===== config.mk =====
export PLATFORM = sky130hd
export DESIGN_NAME = temp_time_seven_segment_formatter
export DESIGN_NICKNAME = d
export VERILOG_FILES = /design/src/rtl/core/ttsf_pkg.sv /design/src/rtl/core/ttsf_pos_decode.sv /design/src/rtl/core/temp_time_seven_segment_formatter.sv
export SDC_FILE = /design/constraint.sdc
export NUM_CORES = 1
export LEC_CHECK = 0
export ABC_AREA = 1
export BUFFER_PORTS_ARGS = -buffer_cell sky130_fd_sc_hd__buf_2
export CORE_MARGIN = 2
export CORE_UTILIZATION = 65
export DETAILED_ROUTE_END_ITERATION = 8
export PLACE_DENSITY_LB_ADDON = 0.1
export SLEW_MARGIN = 0
export SYNTH_ARGS = -nofsm -noshare
export SYNTH_HDL_FRONTEND = slang
export SYNTH_HIERARCHICAL = 1
export SYNTH_SLANG_ARGS = --single-unit

===== constraint.sdc =====
create_clock -name clk -period 16.99 [get_ports clk]
set_input_delay 2.5485 -clock clk [delete_from_list [all_inputs] [get_ports clk]]
set_output_delay 2.5485 -clock clk [all_outputs]
set_load 0.01 [all_outputs]

===== src/rtl/core/ttsf_pkg.sv =====
// Package of the seven-segment formatter: widths, codes, glyph table,
// reciprocal constants and the types passed between its modules.
// Depends on nothing.
package ttsf_pkg;

  localparam int TEMP_W  = 15;
  localparam int MAG_W   = 14;
  localparam int TIME_W  = 13;
  localparam int POS_W   = 4;
  localparam int SEG_W   = 8;
  localparam int GLYPH_W = 7;

  localparam logic signed [TEMP_W-1:0] TEMP_LOW  = TEMP_W'(-999);
  localparam logic signed [TEMP_W-1:0] TEMP_HIGH = TEMP_W'(9999);
  localparam logic [TIME_W-1:0]        TIME_MAX  = TIME_W'(5999);
  localparam logic [MAG_W-1:0]         SHOW_HUND = MAG_W'(99);
  localparam logic [MAG_W-1:0]         SHOW_TENS = MAG_W'(9);

  // Digit positions.
  localparam logic [POS_W-1:0] POS_COOL = POS_W'(3);
  localparam logic [POS_W-1:0] POS_TIME = POS_W'(6);
  localparam logic [POS_W-1:0] LAST_POS = POS_W'(9);

  // Digit selectors.
  localparam logic [1:0] TSEL_TENS      = 2'd0;
  localparam logic [1:0] TSEL_HUND      = 2'd1;
  localparam logic [1:0] TSEL_UNITS     = 2'd2;
  localparam logic [1:0] MSEL_MIN_UNITS = 2'd0;
  localparam logic [1:0] MSEL_MIN_TENS  = 2'd1;
  localparam logic [1:0] MSEL_SEC_UNITS = 2'd2;
  localparam logic [1:0] MSEL_SEC_TENS  = 2'd3;

  // Editing modes that gate the decimal point.
  localparam logic [2:0] MODE_0 = 3'd0;
  localparam logic [2:0] MODE_3 = 3'd3;

  // Fixed patterns.
  localparam logic [GLYPH_W-1:0] SEG_MINUS = 7'h40;
  localparam logic [GLYPH_W-1:0] BANNER_0  = 7'h77;
  localparam logic [GLYPH_W-1:0] BANNER_1  = 7'h5E;
  localparam logic [GLYPH_W-1:0] BANNER_2  = 7'h0E;
  localparam logic [GLYPH_W-1:0] BANNER_3  = 7'h78;

  // Quotient by constant: q = (v * RECIP) >> Q_SHIFT, rounded-up reciprocals.
  localparam int Q_SHIFT = 22;
  localparam int RECIP_W = 19;
  localparam int PROD_W  = MAG_W + RECIP_W;
  localparam logic [RECIP_W-1:0] RECIP_10  = RECIP_W'((2**Q_SHIFT + 9) / 10);
  localparam logic [RECIP_W-1:0] RECIP_60  = RECIP_W'((2**Q_SHIFT + 59) / 60);
  localparam logic [RECIP_W-1:0] RECIP_100 = RECIP_W'((2**Q_SHIFT + 99) / 100);
  localparam logic [RECIP_W-1:0] RECIP_600 = RECIP_W'((2**Q_SHIFT + 599) / 600);

  // Remainder stage: the digit is q mod 10, or q mod 6 for the tens of seconds.
  localparam int M_SHIFT  = 19;
  localparam int MRECIP_W = 17;
  localparam int MPROD_W  = MAG_W + MRECIP_W;
  localparam logic [MRECIP_W-1:0] MRECIP_10 = MRECIP_W'((2**M_SHIFT + 9) / 10);
  localparam logic [MRECIP_W-1:0] MRECIP_6  = MRECIP_W'((2**M_SHIFT + 5) / 6);

  typedef enum logic [2:0] {
    DIV_1,
    DIV_10,
    DIV_60,
    DIV_100,
    DIV_600
  } div_sel_t;

  typedef struct packed {
    logic             neg;
    logic [MAG_W-1:0] mag;
    logic             blank;
    logic             dot_off;
  } temp_t;

  typedef struct packed {
    temp_t             heat;
    temp_t             cool;
    logic [TIME_W-1:0] secs;
    logic              banner;
    logic              time_blank;
    logic [1:0]        temp_sel;
    logic [1:0]        time_sel;
  } item_t;

  typedef struct packed {
    logic [MAG_W-1:0]   value;
    div_sel_t           div_sel;
    logic               mod6;
    logic               show;
    logic [GLYPH_W-1:0] fixed;
    logic               point;
  } digit_ctl_t;

  function automatic logic [GLYPH_W-1:0] glyph(logic [3:0] d);
    logic [GLYPH_W-1:0] g;
    case (d)
      4'd0:    g = 7'h3F;
      4'd1:    g = 7'h06;
      4'd2:    g = 7'h5B;
      4'd3:    g = 7'h4F;
      4'd4:    g = 7'h66;
      4'd5:    g = 7'h6D;
      4'd6:    g = 7'h7D;
      4'd7:    g = 7'h07;
      4'd8:    g = 7'h7F;
      4'd9:    g = 7'h6F;
      default: g = '0;
    endcase
    return g;
  endfunction

endpackage


===== src/rtl/core/ttsf_pos_decode.sv =====
// Per-position decode of the formatter: which value and divisor feed the
// digit, and whether it is shown, blanked, fixed or carries the point.
// Depends on ttsf_pkg.
module ttsf_pos_decode (
  input  ttsf_pkg::item_t              itm,
  input  logic [ttsf_pkg::POS_W-1:0]   pos,
  output ttsf_pkg::digit_ctl_t         ctl
);
  import ttsf_pkg::*;

  temp_t      tp;
  logic [1:0] k;

  always_comb begin
    ctl         = '0;
    ctl.div_sel = DIV_1;
    tp          = (pos < POS_COOL) ? itm.heat : itm.cool;
    k           = '0;
    if (pos < POS_TIME) begin
      k         = (pos < POS_COOL) ? pos[1:0] : 2'(pos - POS_COOL);
      ctl.value = tp.mag;
      case (k)
        2'd0: begin
          if (tp.neg) begin
            ctl.fixed = SEG_MINUS;
          end else begin
            ctl.div_sel = DIV_100;
            ctl.show    = !(itm.temp_sel == TSEL_HUND && tp.blank) && (tp.mag > SHOW_HUND);
          end
        end
        2'd1: begin
          ctl.div_sel = DIV_10;
          ctl.show    = (tp.mag > SHOW_TENS) &&
                        (tp.neg || !(itm.temp_sel == TSEL_TENS && tp.blank));
          ctl.point   = !tp.dot_off;
        end
        default: begin
          ctl.show = tp.neg || !(itm.temp_sel == TSEL_UNITS && tp.blank);
        end
      endcase
    end else begin
      k         = 2'(pos - POS_TIME);
      ctl.value = MAG_W'(itm.secs);
      if (itm.banner) begin
        case (k)
          2'd0:    ctl.fixed = BANNER_0;
          2'd1:    ctl.fixed = BANNER_1;
          2'd2:    ctl.fixed = BANNER_2;
          default: ctl.fixed = BANNER_3;
        endcase
      end else begin
        // Seconds tens is (t / 10) mod 6; the other digits are mod 10.
        case (k)
          2'd0: begin
            ctl.div_sel = DIV_600;
            ctl.show    = !(itm.time_sel == MSEL_MIN_TENS && itm.time_blank);
          end
          2'd1: begin
            ctl.div_sel = DIV_60;
            ctl.show    = !(itm.time_sel == MSEL_MIN_UNITS && itm.time_blank);
            ctl.point   = 1'b1;
          end
          2'd2: begin
            ctl.div_sel = DIV_10;
            ctl.mod6    = 1'b1;
            ctl.show    = !(itm.time_sel == MSEL_SEC_TENS && itm.time_blank);
          end
          default: begin
            ctl.show = !(itm.time_sel == MSEL_SEC_UNITS && itm.time_blank);
          end
        endcase
      end
    end
  end

endmodule


===== src/rtl/core/temp_time_seven_segment_formatter.sv =====
// Seven-segment formatter for two temperatures and a clock time.
// Depends on ttsf_pkg and ttsf_pos_decode.
//
// One transfer on the input channel carries a display snapshot. It yields
// ten transfers on the output channel, digit positions 0 to 9 in order,
// with last_digit set on position 9. Positions 0-2 and 3-5 show the two
// temperatures, 6-9 the time as mm:ss or the calibration banner.
// The snapshot is clamped into an item register. A position counter walks
// it through two stages: a reciprocal multiply that forms the quotient,
// then a remainder multiply and glyph lookup into the output register.
// The first write follows the input transfer through the item register and
// stage one; then one write leaves per cycle while out_ready is high, and the
// next snapshot is taken in the cycle in which position 9 leaves the item
// register. When the receiver stalls, the output holds and the stages behind
// it fill and then stop; nothing is lost. Reset empties all stages and drops
// out_valid; a snapshot taken in flight is discarded.
module temp_time_seven_segment_formatter (
  input  logic                                clk,
  input  logic                                rst,
  input  logic                                in_valid,
  output logic                                in_ready,
  input  logic signed [ttsf_pkg::TEMP_W-1:0]  heat_value,
  input  logic signed [ttsf_pkg::TEMP_W-1:0]  cool_value,
  input  logic [ttsf_pkg::TIME_W-1:0]         time_seconds,
  input  logic                                calib_banner,
  input  logic                                heat_blank,
  input  logic                                cool_blank,
  input  logic                                time_blank,
  input  logic                                heat_dot_blink,
  input  logic                                cool_dot_blink,
  input  logic [1:0]                          temp_digit_select,
  input  logic [1:0]                          time_digit_select,
  input  logic [2:0]                          set_mode,
  output logic                                out_valid,
  input  logic                                out_ready,
  output logic [ttsf_pkg::POS_W-1:0]          digit_position,
  output logic [ttsf_pkg::SEG_W-1:0]          segment_bits,
  output logic                                last_digit
);
  import ttsf_pkg::*;

  item_t              cap;
  item_t              itm;
  logic               itm_valid;
  logic [POS_W-1:0]   pos;
  digit_ctl_t         ctl;

  logic               s1_valid;
  logic [POS_W-1:0]   s1_pos;
  logic [MAG_W-1:0]   s1_q;
  logic               s1_mod6;
  logic               s1_show;
  logic [GLYPH_W-1:0] s1_fixed;
  logic               s1_point;

  logic [RECIP_W-1:0]  recip;
  logic [PROD_W-1:0]   prod;
  logic [MAG_W-1:0]    q_next;
  logic [MRECIP_W-1:0] mrecip;
  logic [MPROD_W-1:0]  mprod;
  logic [MAG_W-1:0]    quo;
  logic [MAG_W-1:0]    rem;
  logic [SEG_W-1:0]    seg_next;

  logic in_xfer;
  logic s1_load;
  logic out_load;
  logic item_done;

  function automatic temp_t take_temp(logic signed [TEMP_W-1:0] raw, logic blank,
                                      logic dot_off);
    temp_t                    t;
    logic signed [TEMP_W-1:0] c;
    c = raw;
    if (raw < TEMP_LOW) begin
      c = TEMP_LOW;
    end else if (raw > TEMP_HIGH) begin
      c = TEMP_HIGH;
    end
    t.neg     = c[TEMP_W-1];
    t.mag     = c[TEMP_W-1] ? MAG_W'(-c) : MAG_W'(c);
    t.blank   = blank;
    t.dot_off = dot_off;
    return t;
  endfunction

  // Clamping happens on the way into the item register.
  always_comb begin
    cap.heat       = take_temp(heat_value, heat_blank,
                               heat_dot_blink && (set_mode == MODE_0 || set_mode >= MODE_3));
    cap.cool       = take_temp(cool_value, cool_blank,
                               cool_dot_blink && (set_mode == MODE_0 || set_mode == MODE_3));
    cap.secs       = (time_seconds > TIME_MAX) ? TIME_MAX : time_seconds;
    cap.banner     = calib_banner;
    cap.time_blank = time_blank;
    cap.temp_sel   = (temp_digit_select > TSEL_UNITS) ? TSEL_UNITS : temp_digit_select;
    cap.time_sel   = time_digit_select;
  end

  ttsf_pos_decode u_pos_decode (
    .itm (itm),
    .pos (pos),
    .ctl (ctl)
  );

  assign out_load  = s1_valid && (!out_valid || out_ready);
  assign s1_load   = itm_valid && (!s1_valid || out_load);
  assign item_done = s1_load && (pos == LAST_POS);
  assign in_ready  = !itm_valid || item_done;
  assign in_xfer   = in_valid && in_ready;

  // Stage one: quotient of the selected value by 1, 10, 60, 100 or 600.
  always_comb begin
    case (ctl.div_sel)
      DIV_10:  recip = RECIP_10;
      DIV_60:  recip = RECIP_60;
      DIV_100: recip = RECIP_100;
      DIV_600: recip = RECIP_600;
      default: recip = '0;
    endcase
    prod   = PROD_W'(ctl.value) * PROD_W'(recip);
    q_next = (ctl.div_sel == DIV_1) ? ctl.value : MAG_W'(prod >> Q_SHIFT);
  end

  // Stage two: remainder by 10 or 6, then the glyph.
  always_comb begin
    mrecip = s1_mod6 ? MRECIP_6 : MRECIP_10;
    mprod  = MPROD_W'(s1_q) * MPROD_W'(mrecip);
    quo    = MAG_W'(mprod >> M_SHIFT);
    if (s1_mod6) begin
      rem = s1_q - ((quo << 2) + (quo << 1));
    end else begin
      rem = s1_q - ((quo << 3) + (quo << 1));
    end
    seg_next = {s1_point, s1_show ? glyph(rem[3:0]) : s1_fixed};
  end

  always_ff @(posedge clk) begin
    if (rst) begin
      itm_valid <= 1'b0;
      pos       <= '0;
      s1_valid  <= 1'b0;
      out_valid <= 1'b0;
    end else begin
      if (in_xfer) begin
        itm_valid <= 1'b1;
        pos       <= '0;
      end else if (item_done) begin
        itm_valid <= 1'b0;
      end else if (s1_load) begin
        pos <= pos + 1'b1;
      end
      if (s1_load) begin
        s1_valid <= 1'b1;
      end else if (out_load) begin
        s1_valid <= 1'b0;
      end
      if (out_load) begin
        out_valid <= 1'b1;
      end else if (out_ready) begin
        out_valid <= 1'b0;
      end
    end
  end

  always_ff @(posedge clk) begin
    if (in_xfer) begin
      itm <= cap;
    end
    if (s1_load) begin
      s1_pos   <= pos;
      s1_q     <= q_next;
      s1_mod6  <= ctl.mod6;
      s1_show  <= ctl.show;
      s1_fixed <= ctl.fixed;
      s1_point <= ctl.point;
    end
    if (out_load) begin
      digit_position <= s1_pos;
      segment_bits   <= seg_next;
      last_digit     <= (s1_pos == LAST_POS);
    end
  end

endmodule


==> reports/metrics.sh <==
CORE-AREA_SQ_UM=26800
SETUP_TNS_PS=0
FINAL-HOLD-VIOLATION-COUNT=0
POST_ROUTE_CLOCK_PERIOD_UTILIZATION_PCT=53.74
STARTING_DENSITY_OF_THE_CORE_PCT=65.70
DRT_PRE_ANTENNA_ITERS=5
ROUTE.ANTENNA.REMAINING_NETS=0
AREA_DELTA_SYNTH_FINAL_PCT=5.926
FINAL_MAX_SLEW_VIOL_COUNT=0
NETS=2716
TIMING.CRITICAL_PATH.SLOWEST_STAGE_CELL='sky130_fd_sc_hd__nor2_2'
CORE.ROWCOUNT=60
SEQ_AREA_FRAC_SYNTH_PCT=16.83
DRT_ITER0_DRC=1186
CTS_SETUP_BUFFERS=0
POST_SYNTH_EDFFS=94
AVGSYNTHCELLAREA_SQ_UM=8.298
POSTROUTEWIRELENGTH_UM=45500
IO_BUFFERS=74
VIAS=13772
SKEW_PS=10.60
SYNTH_TOP_CELLS_BY_AREA='sky130_fd_sc_hd__fa_1, sky130_fd_sc_hd__edfxtp_1, sky130_fd_sc_hd__ha_1'
CTS_TREE='built'
RELSLEWSLACK_PCT=25.94
ASYNC_FLOP_SHARE_PCT=0
SYNTH.YOSYS.WARNINGS=6
IO_PINS=75
TRITONCTS.NUM_BUFFERS=9
CLOCK-ROOT-BUFFER='sky130_fd_sc_hd__clkbuf_16'
SYNTHMOSTINSTANTIATEDCELL='sky130_fd_sc_hd__inv_1'
MAX-CLOCK-PATH-BUFFERS=2
CRIT_PATH_END_KIND='flop'
SYN-CELL-AREA_SQ_UM=17610
FILL_CELLS=2202
RUN_STATUS='finished clean'
GRT_REMAINING_OVERFLOW=0
GRT_ANTENNA_BEFORE_REPAIR=0
DIE_EXTENT_IN_Y_UM=168.6
CTS_MAX_LEVEL=3
GRT_MAX_DEGREE=55
CRITICAL_PATH.STARTPOINT='pos[3]$_SDFFE_PP0P_'
CRITPATHLAUNCHTYPE='flop'
YS_FF_LATCH=101
YOSYSUNIQUECELLTYPES=52
CRIT_PATH_CLASS='flop to flop'
DETAIL_ROUTE.WL_PER_CELL_UM=17.93
TIMING.CRITICAL_PATH.FANOUT_MAX=32
DRC=0
RSZ0062_AT_GRT='false'
X_DIMENSION_OF_THE_DIE_UM=168.6
GRT_FIRST_PASS_WIRELENGTH_UM=73560
MAXCLOCKFREQUENCY_MHz=109.5
SYNTH_TOP_FLOP_CELL='sky130_fd_sc_hd__edfxtp_1'
POSTCTSRESIZEDCELLS=0
YOSYSTOPAREACELL='sky130_fd_sc_hd__fa_1'
FINAL_SETUP_VIOLATION_COUNT=0
POSTSYNTHCELLCOUNT=2122
HOLD_PATH_STARTPOINT='s1_pos[2]$_DFFE_PP_'
CP_DATA_REQUIRED_TIME_PS=17100
PLACE_HPWL_UM=39500
VIAS_PER_CELL=5.428
FRACTION_OF_FINAL_LAYOUT_CELLS_WITH_DRIVE_STRENGTH_GREATER_THAN_1_PCT=6.330
TIMING.CRITICAL_PATH.SLOWEST_CELL_DELAY_PS=800
SYNTH_TOP_AREA_SHARE_PCT=31.95
NETLIST_TOP_CELLS_COUNT='sky130_fd_sc_hd__inv_1, sky130_fd_sc_hd__nand2_1, sky130_fd_sc_hd__fa_1'
CTS_SINKS=101
CAP_VIOL_MAX_COUNT=0
R2R-START='pos[3]$_SDFFE_PP0P_'
ANTENNA-DIODE-COUNT=0
PERIOD_MINUS_SLACK_PS=9131
DESIGN.DIE.AREA_SQ_UM=28420
CRIT_TOP_CELL='sky130_fd_sc_hd__nand2_1'
INSERTION_DELAY_PS=360
TIMING_WORST_SLEW_PIN_VALUE_PS=1111
HOLDBUFCOUNTCTS=0
CLK_PIN_SLEW_PS=80
FIRST_GLOBAL_VIAS=14201
CRITICAL_PATH_ARRIVAL_PS=9240
GPL.FINAL_WEIGHTED_CONGESTION=1.067
GLOBALROUTETOTALUTIL_PCT=33.66
HOLDCRITPATHCLASS='flop to flop'
==> worst max-delay path, delay by kind of cell, from the launching register on <==
kind                     cells  cell delay (ps)
AND/OR/NAND/NOR             18             3930
adder cells (fa/ha/maj)      7             3530
buffers and inverters        6              580
flip-flops                   1              460
AO/OA/AOI/OAI                1              370
==> path summary, 6_finish.rpt <==
check / end / slack (ps) / cells after the start
setup / recovery: s1_q[6]$_DFFE_PP_ / 7860 / 32
hold / removal: digit_position[2]$_DFFE_PP_ / 460 / 0
setup reg to reg: s1_q[6]$_DFFE_PP_ / 7860 / 32
hold reg to reg: digit_position[2]$_DFFE_PP_ / 460 / 0
==> sequential cells by signal, summed over array words and instances (netlist names) <==
| name | flops |
|---|---|
| digit_position | 4 |
| itm | 53 |
| itm_valid | 1 |
| last_digit | 1 |
| out_valid | 1 |
| pos | 4 |
| s1_fixed | 7 |
| s1_mod6 | 1 |
| s1_point | 1 |
| s1_pos | 4 |
| s1_q | 14 |
| s1_show | 1 |
| s1_valid | 1 |
| segment_bits | 8 |
==> cells in the final DEF (no fill, tap or decap), types with 4 or more instances in the layout <==
cell type,instances
sky130_fd_sc_hd__a21o_1,12
sky130_fd_sc_hd__ha_1,184
sky130_fd_sc_hd__o21ai_0,46
sky130_fd_sc_hd__nand2_1,424
sky130_fd_sc_hd__buf_4,12
sky130_fd_sc_hd__inv_2,5
sky130_fd_sc_hd__a31oi_1,15
sky130_fd_sc_hd__nand3_1,74
sky130_fd_sc_hd__a21oi_1,44
sky130_fd_sc_hd__conb_1,11
sky130_fd_sc_hd__inv_1,555
sky130_fd_sc_hd__nand3b_1,19
sky130_fd_sc_hd__or2_2,13
sky130_fd_sc_hd__xor2_1,16
sky130_fd_sc_hd__nor4_1,5
sky130_fd_sc_hd__nand2_2,6
sky130_fd_sc_hd__clkinv_1,4
sky130_fd_sc_hd__nor2_1,185
sky130_fd_sc_hd__fa_1,281
sky130_fd_sc_hd__o22ai_1,4
sky130_fd_sc_hd__o21ai_1,11
sky130_fd_sc_hd__buf_2,74
sky130_fd_sc_hd__nor3_1,15
sky130_fd_sc_hd__dfxtp_1,7
sky130_fd_sc_hd__o31ai_1,4
sky130_fd_sc_hd__xnor2_1,15
sky130_fd_sc_hd__o211ai_1,4
sky130_fd_sc_hd__a211oi_1,6
sky130_fd_sc_hd__clkbuf_16,9
sky130_fd_sc_hd__nand4_1,7
sky130_fd_sc_hd__edfxtp_1,94
==> area by class of cell <==
type / instances / area (sq um) / area share (%)
Timing Repair Buffer: 86 / 460.4 / 2.469
Tap cell: 341 / 426.7 / 2.288
Clock buffer: 9 / 225.2 / 1.207
Sequential cell: 101 / 2963 / 15.89
Clock inverter: 7 / 66.31 / 0.3555
Multi-Input combinational cell: 1430 / 12400 / 66.47
Inverter: 563 / 2113 / 11.33
==> metrics by stage <==
stage | instance area, sq um | utilization [%] | worst slack [ps] | cells | hold slack (ps)
global placement | 18360 | 68.51 | 8321 | 2521 | 446.3
finish | 18650 | 69.59 | 7859 | 2537 | 462.4
CTS | 18650 | 69.59 | 8072 | 2537 | 460.7
global route | 18650 | 69.59 | 7255 | 2537 | 469.1
detailed placement | 18360 | 68.51 | 8118 | 2521 | 443.5
floorplan | 17640 | - | 9832 | 2131 | 400.3
==> routing by layer <==
layer / wire length (um) / part of all wire [%] / GRT usage, %
met1: 19630 / 43 / 47.15
met2: 20600 / 45 / 54.34
met3: 4233 / 9.3 / 7.552
met4: 1040 / 2.3 / 7.459
met5: 0 / 0 / 0
==> cells by family after synthesis <==
logic type	count (synthesis)	synth area share [%]
and+or+nand+nor	766	18.37
buffers and inverters	600	13.00
adders and majority gates	465	45.02
AOI/OAI and AO/OA	157	5.194
DFF	101	16.83
xor gates and xnor gates	31	1.542
other	2	0.04265
Power is left out: the tool's default activity adds up to more than one toggle a clock period on the data nets, which glitch-free logic cannot reach.
